### src/hdl/keyed_saturating_counter_table_assert.svh
// Assertion macros used by the keyed saturating counter table RTL
`ifndef KEYED_SATURATING_COUNTER_TABLE_ASSERT_SVH
`define KEYED_SATURATING_COUNTER_TABLE_ASSERT_SVH

// Check that cons holds in the same cycle as ante
`define KSCT_ASSERT_NOW(label, ante, cons, msg) \
  label: assert property (@(posedge clk) disable iff (!rst_n) (ante) |-> (cons)) \
    else $error(msg);

// Check that cons holds in the cycle after ante
`define KSCT_ASSERT_NEXT(label, ante, cons, msg) \
  label: assert property (@(posedge clk) disable iff (!rst_n) (ante) |=> (cons)) \
    else $error(msg);

`endif

### src/hdl/ksct_pkg.sv
// Package with types and constants of the keyed saturating counter table
`timescale 1ns / 1ps

package ksct_pkg;

  // Table geometry
  localparam int TABLE_ENTRIES = 16;
  localparam int IDX_W = (TABLE_ENTRIES > 1) ? $clog2(TABLE_ENTRIES) : 1;
  localparam int CNT_W = $clog2(TABLE_ENTRIES + 1);

  // Field widths
  localparam int KEY_W    = 8;
  localparam int AMOUNT_W = 24;
  localparam int CHANGE_W = 25;
  localparam int POS_W    = 4;
  localparam int USED_W   = 5;

  localparam logic [AMOUNT_W-1:0] AMOUNT_MAX = 24'hff_ffff;

  // Request codes
  localparam logic REQ_MODIFY = 1'b0;
  localparam logic REQ_LOOKUP = 1'b1;

  typedef struct packed {
    logic                req_type;
    logic [KEY_W-1:0]    class_key;
    logic [CHANGE_W-1:0] change;
  } ksct_in_t;

  typedef struct packed {
    logic [AMOUNT_W-1:0] amount;
    logic                found;
    logic [POS_W-1:0]    position;
    logic [USED_W-1:0]   entries_used;
    logic                table_full;
  } ksct_out_t;

  typedef struct packed {
    logic [KEY_W-1:0]    key;
    logic [AMOUNT_W-1:0] amount;
  } entry_t;

  // Per-cell update operation
  typedef enum logic [1:0] {
    OP_HOLD,
    OP_FROM_LEFT,
    OP_FROM_RIGHT,
    OP_SET_AMOUNT
  } cell_op_t;

  typedef struct packed {
    cell_op_t            op;
    logic [AMOUNT_W-1:0] amount;
  } cell_ctrl_t;

endpackage

### src/hdl/ksct_cell.sv
// One table cell: holds an entry, joins the search chain, shifts with its neighbors
`timescale 1ns / 1ps

module ksct_cell
  import ksct_pkg::*;
(
  input  logic                clk,
  input  cell_ctrl_t          ctrl,
  input  logic                valid_i,
  input  logic [KEY_W-1:0]    cmp_key,
  input  logic                hit_i,
  output logic                hit_o,
  input  logic [AMOUNT_W-1:0] sel_i,
  output logic [AMOUNT_W-1:0] sel_o,
  output logic                first_o,
  input  entry_t              left_i,
  input  entry_t              right_i,
  output entry_t              entry_o
);

  entry_t entry_r;
  entry_t entry_nxt;
  logic   match;

  // Compare against the key and pass the first hit down the chain
  assign match   = valid_i && (entry_r.key == cmp_key);
  assign first_o = match && !hit_i;
  assign hit_o   = hit_i || match;
  assign sel_o   = sel_i | (first_o ? entry_r.amount : '0);
  assign entry_o = entry_r;

  // Select the next entry
  always_comb begin
    entry_nxt = entry_r;
    case (ctrl.op)
      OP_FROM_LEFT:  entry_nxt = left_i;
      OP_FROM_RIGHT: entry_nxt = right_i;
      OP_SET_AMOUNT: entry_nxt.amount = ctrl.amount;
      default:       entry_nxt = entry_r;
    endcase
  end

  always_ff @(posedge clk) begin
    entry_r <= entry_nxt;
  end

endmodule

### src/hdl/keyed_saturating_counter_table.sv
// Top level of the keyed saturating counter table
// Usage:
//   Requests enter on in_data with in_valid/in_stall; a transfer happens on a
//   clock edge with in_valid high and in_stall low. Each request yields exactly
//   one result on out_data with out_valid/out_stall.
//   A modify request adds a clamped signed change to the entry with the given
//   key (inserting it at the front when missing and the table is not full,
//   removing it when it reaches zero); a lookup returns the current amount or zero.
// Search and update:
//   The key search across the chain of cells runs in the transfer cycle; the
//   search result is registered, and the saturating add and the table shift
//   follow in the update state, when the result is written to the output
//   register. in_stall is high in the update state, so a new request is taken
//   only once the last one has left the search stage and the single update stage.
// Reset:
//   rst_n clears the state, the entry count and the output valid flag; entry contents are
//   not cleared, since only entries below the count are ever searched.
// Stall:
//   While out_stall holds a result, one more request may be taken and searched;
//   its update waits until the output register is free, and in_stall stays high.
`timescale 1ns / 1ps

module keyed_saturating_counter_table
  import ksct_pkg::*;
(
  input  logic      clk,
  input  logic      rst_n,
  input  logic      in_valid,
  output logic      in_stall,
  input  ksct_in_t  in_data,
  output logic      out_valid,
  input  logic      out_stall,
  output ksct_out_t out_data
);

  `include "keyed_saturating_counter_table_assert.svh"

  typedef enum logic {
    ST_IDLE,
    ST_UPDATE
  } state_t;

  state_t              state_r;
  logic [CNT_W-1:0]    count_r;
  logic [CNT_W-1:0]    count_nxt;
  logic                out_valid_r;
  ksct_out_t           out_r;
  ksct_out_t           out_nxt;

  ksct_in_t            req_r;
  logic                found_r;
  logic [IDX_W-1:0]    pos_r;
  logic [AMOUNT_W-1:0] cur_r;

  logic                in_xfer;
  logic                out_free;
  logic                do_update;

  logic                hit   [TABLE_ENTRIES+1];
  logic [AMOUNT_W-1:0] sel   [TABLE_ENTRIES+1];
  logic                first [TABLE_ENTRIES];
  entry_t              entry [TABLE_ENTRIES];
  cell_ctrl_t          ctrl  [TABLE_ENTRIES];
  logic [IDX_W-1:0]    pos_enc;

  logic signed [CHANGE_W-1:0] chg_clamped;
  logic signed [CHANGE_W:0]   sum;
  logic [AMOUNT_W-1:0]        new_amount;
  logic                       is_modify;
  logic                       do_insert;
  logic                       do_remove;
  logic                       refused;
  entry_t                     new_entry;

  // Handshake
  assign in_stall  = (state_r == ST_UPDATE);
  assign in_xfer   = in_valid && !in_stall;
  assign out_free  = !out_valid_r || !out_stall;
  assign do_update = (state_r == ST_UPDATE) && out_free;
  assign out_valid = out_valid_r;
  assign out_data  = out_r;

  // Chain of cells
  assign hit[0] = 1'b0;
  assign sel[0] = '0;
  assign new_entry.key    = req_r.class_key;
  assign new_entry.amount = new_amount;

  for (genvar i = 0; i < TABLE_ENTRIES; i++) begin : g_cell
    entry_t left_e;
    entry_t right_e;
    if (i == 0) begin : g_head
      assign left_e = new_entry;
    end else begin : g_body
      assign left_e = entry[i-1];
    end
    if (i == TABLE_ENTRIES - 1) begin : g_tail
      assign right_e = '0;
    end else begin : g_inner
      assign right_e = entry[i+1];
    end

    ksct_cell u_cell (
      .clk     (clk),
      .ctrl    (ctrl[i]),
      .valid_i (CNT_W'(i) < count_r),
      .cmp_key (in_data.class_key),
      .hit_i   (hit[i]),
      .hit_o   (hit[i+1]),
      .sel_i   (sel[i]),
      .sel_o   (sel[i+1]),
      .first_o (first[i]),
      .left_i  (left_e),
      .right_i (right_e),
      .entry_o (entry[i])
    );
  end

  // Encode the position of the first hit
  always_comb begin
    pos_enc = '0;
    for (int i = 0; i < TABLE_ENTRIES; i++) begin
      if (first[i]) begin
        pos_enc = pos_enc | IDX_W'(i);
      end
    end
  end

  // Capture search results on transfer
  always_ff @(posedge clk) begin
    if (in_xfer) begin
      req_r   <= in_data;
      found_r <= hit[TABLE_ENTRIES];
      pos_r   <= pos_enc;
      cur_r   <= sel[TABLE_ENTRIES];
    end
  end

  // Clamp the change, add and saturate
  always_comb begin
    chg_clamped = $signed(req_r.change);
    if (req_r.change == {1'b1, {(CHANGE_W-1){1'b0}}}) begin
      chg_clamped = -$signed({1'b0, AMOUNT_MAX});
    end
    sum = $signed({2'b00, cur_r}) + $signed({chg_clamped[CHANGE_W-1], chg_clamped});
    if (sum[CHANGE_W]) begin
      new_amount = '0;
    end else if (sum[CHANGE_W-1]) begin
      new_amount = AMOUNT_MAX;
    end else begin
      new_amount = sum[AMOUNT_W-1:0];
    end
  end

  // Decide the table operation
  assign is_modify = (req_r.req_type == REQ_MODIFY);
  assign refused   = is_modify && !found_r && (count_r >= CNT_W'(TABLE_ENTRIES));
  assign do_insert = is_modify && !found_r && !refused;
  assign do_remove = is_modify && found_r && (new_amount == '0);

  always_comb begin
    for (int i = 0; i < TABLE_ENTRIES; i++) begin
      ctrl[i].op     = OP_HOLD;
      ctrl[i].amount = new_amount;
      if (do_update && is_modify) begin
        if (do_insert) begin
          ctrl[i].op = OP_FROM_LEFT;
        end else if (do_remove) begin
          if (IDX_W'(i) >= pos_r) begin
            ctrl[i].op = OP_FROM_RIGHT;
          end
        end else if (found_r && (IDX_W'(i) == pos_r)) begin
          ctrl[i].op = OP_SET_AMOUNT;
        end
      end
    end
  end

  // Next count and result
  always_comb begin
    count_nxt = count_r;
    if (do_insert) begin
      count_nxt = count_r + CNT_W'(1);
    end else if (do_remove) begin
      count_nxt = count_r - CNT_W'(1);
    end
    out_nxt.amount       = is_modify ? new_amount : cur_r;
    out_nxt.found        = found_r;
    out_nxt.position     = found_r ? POS_W'(pos_r) : '0;
    out_nxt.entries_used = USED_W'(count_nxt);
    out_nxt.table_full   = refused;
  end

  // State, count and output register
  always_ff @(posedge clk) begin
    if (!rst_n) begin
      state_r     <= ST_IDLE;
      count_r     <= '0;
      out_valid_r <= 1'b0;
    end else begin
      // Load a new result on update, drop the old one once it is taken
      if (do_update) begin
        out_valid_r <= 1'b1;
      end else if (out_valid_r && !out_stall) begin
        out_valid_r <= 1'b0;
      end
      unique case (state_r)
        ST_IDLE: begin
          if (in_xfer) begin
            state_r <= ST_UPDATE;
          end
        end
        ST_UPDATE: begin
          if (out_free) begin
            count_r <= count_nxt;
            out_r   <= out_nxt;
            state_r <= ST_IDLE;
          end
        end
        default: state_r <= ST_IDLE;
      endcase
    end
  end

  // Assertions
  `KSCT_ASSERT_NOW(a_count_bound, 1'b1, count_r <= CNT_W'(TABLE_ENTRIES),
    "entry count above table size")
  `KSCT_ASSERT_NOW(a_pos_valid, (state_r == ST_UPDATE) && found_r,
    CNT_W'(pos_r) < count_r, "hit position outside valid entries")
  `KSCT_ASSERT_NEXT(a_insert_count, do_update && do_insert,
    count_r == $past(count_r) + CNT_W'(1), "insert did not grow the count")
  `KSCT_ASSERT_NOW(a_full_result, out_valid_r && out_r.table_full,
    !out_r.found && (out_r.entries_used == USED_W'(TABLE_ENTRIES)),
    "refused insert with inconsistent result")

endmodule
### config.mk
export PLATFORM = sky130hd
export DESIGN_NAME = keyed_saturating_counter_table
export DESIGN_NICKNAME = d
export VERILOG_FILES = /design/src/hdl/ksct_pkg.sv /design/src/hdl/ksct_cell.sv /design/src/hdl/keyed_saturating_counter_table.sv
export VERILOG_INCLUDE_DIRS = /design/src /design/src/hdl
export SDC_FILE = /design/constraint.sdc
export NUM_CORES = 1
export LEC_CHECK = 0
export BUFFER_PORTS_ARGS = -buffer_cell sky130_fd_sc_hd__clkbuf_2
export CORE_MARGIN = 3
export CORE_UTILIZATION = 50
export DETAILED_ROUTE_END_ITERATION = 8
export GPL_TIMING_DRIVEN = 0
export PLACE_DENSITY_LB_ADDON = 0.1
export SETUP_SLACK_MARGIN = 0.5
export SLEW_MARGIN = 10
export SYNTH_ARGS = -nofsm -noshare
export SYNTH_HDL_FRONTEND = slang
export SYNTH_HIERARCHICAL = 1
export SYNTH_SLANG_ARGS = --single-unit
### constraint.sdc
create_clock -name clk -period 14.79 [get_ports clk]
set_clock_uncertainty 0.2 [all_clocks]
set_input_delay 2.2185 -clock clk [delete_from_list [all_inputs] [get_ports clk]]
set_output_delay 2.2185 -clock clk [all_outputs]
set_load 0.02 [all_outputs]
==> flow_summary_export.csv <==
group,metric,value,unit
routing,drtIter0Drc,3960,
final_layout,layout_common_cells,"847 x nand2_1, 610 x edfxtp_1, 387 x a41o_1",
grt,grt_overflow,0,
timing,max_slew_margin,0.246,
floorplanning,die_x,281,um
timing,drv_slew,0,
placement,place_congestion,0.944,
critical_path,reg2reg_to,"cur_r[9]$_DFFE_PP_",
placement,port_buffers,73,
hold_path,hp-start,"found_r$_DFFE_PP_",
cts,cts_buffer_depth,3,
final_layout,area.growth.synth_to_final,11.5,%
critical_path,cp_slowest_stage_delay,340,ps
critical_path,startpoint_type,"primary input",
timing,fin_crit,13760,ps
floorplanning,io-pin-count,75,
grt,antenna_found_initial,1,
final_layout,fillerInstances,6566,
grt,grt_usage,0.303,
routing,wirelength,122000,um
floorplanning,die_h,281,um
floorplanning,rows,100,
synth,syn_area,37700,um^2
timing,rsz0062_at_grt,"false",
timing,finalHoldViolCount,0,
routing,final_antenna_net_count,0,
final_layout,final_util,0.564,
cts,cts_buffers,71,
synth,yosysWarningCount,6,
routing,drtPass1Iterations,5,
final_layout,drive_gt1_frac,0.133,
critical_path,crit_path_end_kind,"flop",
critical_path,arrival,14010,ps
cts,cts_hold_buffers,0,
synth,syn_inst,3496,
cts,htreeDepth,3,
cts,clock-root-buffer,"clkbuf_16",
cts,clkTransAtPathRegs,60,ps
flow_run,cap_violations,0,
critical_path,path_max_fanout,33,
placement,dp_cells,4607,
final_layout,final_common_cell,"nand2_1",
cts,postCtsSetupBuffers,0,
critical_path,crit_type,"in2reg",
critical_path,r2r_setup_slack,1720,ps
critical_path,worstPathRequired,15050,ps
timing,tightest_slew,1120,ps
final_layout,antennaDiodeCount,0,
power,power.density,104,nW/um^2
floorplanning,core_area,74600,um^2
placement,dpl.hpwl,96500,um
routing,vias,31200,
hold_path,min_to,"out_data[10]$_DFFE_PP_",
cts,clock_latency,610,ps
power,p_leak,17.5,nW
critical_path,r2r_cells,53,
cts,cts_sinks,617,
routing,post_drt_wl_per_cell,25.8,um
synth,syn-mean-instance-area,10.8,um^2
final_layout,final_cells,4731,
critical_path,crit_top_cell,"o21ai_0",
routing,via_per_inst,6.59,
timing,fmax,72.7,MHz
floorplanning,initial_core_util,0.505,
hold_path,hold_path_depth,0,
timing,period_share,0.930,
grt,grt_max_degree,34,
cts,cts_tree,"yes",
critical_path,crit_slowest_cell,"clkbuf_4",
timing,setup_violations,0,
timing,whs,303,ps
power,irDropWorstVdd,0.0860,mV
critical_path,regToRegStartpoint,"count_r[3]$_SDFFE_PN0P_",
grt,grt_pass1_wl,185000,um
hold_path,hold_class,"reg2reg",
floorplanning,dieArea,78700,um^2
grt,grt_pass1_vias,31600,
status,status,"complete, no violations",
final_layout,nets,3825,
routing,route.detailed.drc,0,
## critical path: cells and delay by family
family / cells / cell delay (ps)
buf+inv: 31 / 8340
compound gates: 17 / 3090
simple gates: 2 / 340
## layout make-up
type | instances | area, um^2 | area share
sequential | 617 | 18500 | 0.439
multi-input combinational | 2470 | 16900 | 0.402
buffer | 322 | 2120 | 0.0505
clock buffer | 83 | 1860 | 0.0444
tap | 969 | 1210 | 0.0289
timing repair buffer | 86 | 567 | 0.0135
inverter | 143 | 537 | 0.0128
clock inverter | 41 | 370 | 0.00881
## how the worst max path moves through the flow
stage          slack, ps  depth (start not counted)   startpoint                   to
4_1_cts              560                         50  in_data[28]  cur_r[11]$_DFFE_PP_
3_3_place_gp       -4820                         50  in_data[25]    found_r$_DFFE_PP_
3_5_place_dp       -5400                         50  in_data[28]    found_r$_DFFE_PP_
5_1_grt              550                         50  in_data[28]  cur_r[13]$_DFFE_PP_
6_report            1030                         50  in_data[28]   cur_r[9]$_DFFE_PP_
2_1_floorplan       2910                         49  in_data[26]    found_r$_DFFE_PP_
## power by group
group	internal [mW]	switching (mW)
Sequential	2.00	0.0448
Combinational	0.186	0.410
Clock	1.02	0.726
## state kept, by name, summed over array words and instances (netlist names)
name                   count
count_r                    5
cur_r                     24
found_r                    1
g_cell.left_e              8
g_cell.u_cell/entry_o    512
in_stall                   1
out_data                  35
out_valid                  1
pos_r                      4
req_r                     26
## repair_timing
item,CTS,global route
pin swaps,0,0
gates resized for setup,36,14
endpoints found under the setup margin,29,29
## metal layers
layer / routed length, um / track usage
met1: 55200 / 0.459
met2: 52400 / 0.446
met3: 11400 / 0.0520
met4: 2870 / 0.0860
met5: 13 / 0
## stage by stage
stage	setup TNS (ps)	cell area [um^2]	setup WS (ps)	power (mW)
after floorplan	0	37900	2910	2.42
after global placement	-131960	39500	-4820	2.62
after detailed placement	-148320	39700	-5400	2.66
after CTS	0	42000	565	4.40
after global routing	0	42000	554	4.53
final	0	42000	1030	4.38
Note: power is estimated with default switching activity, not from simulation.
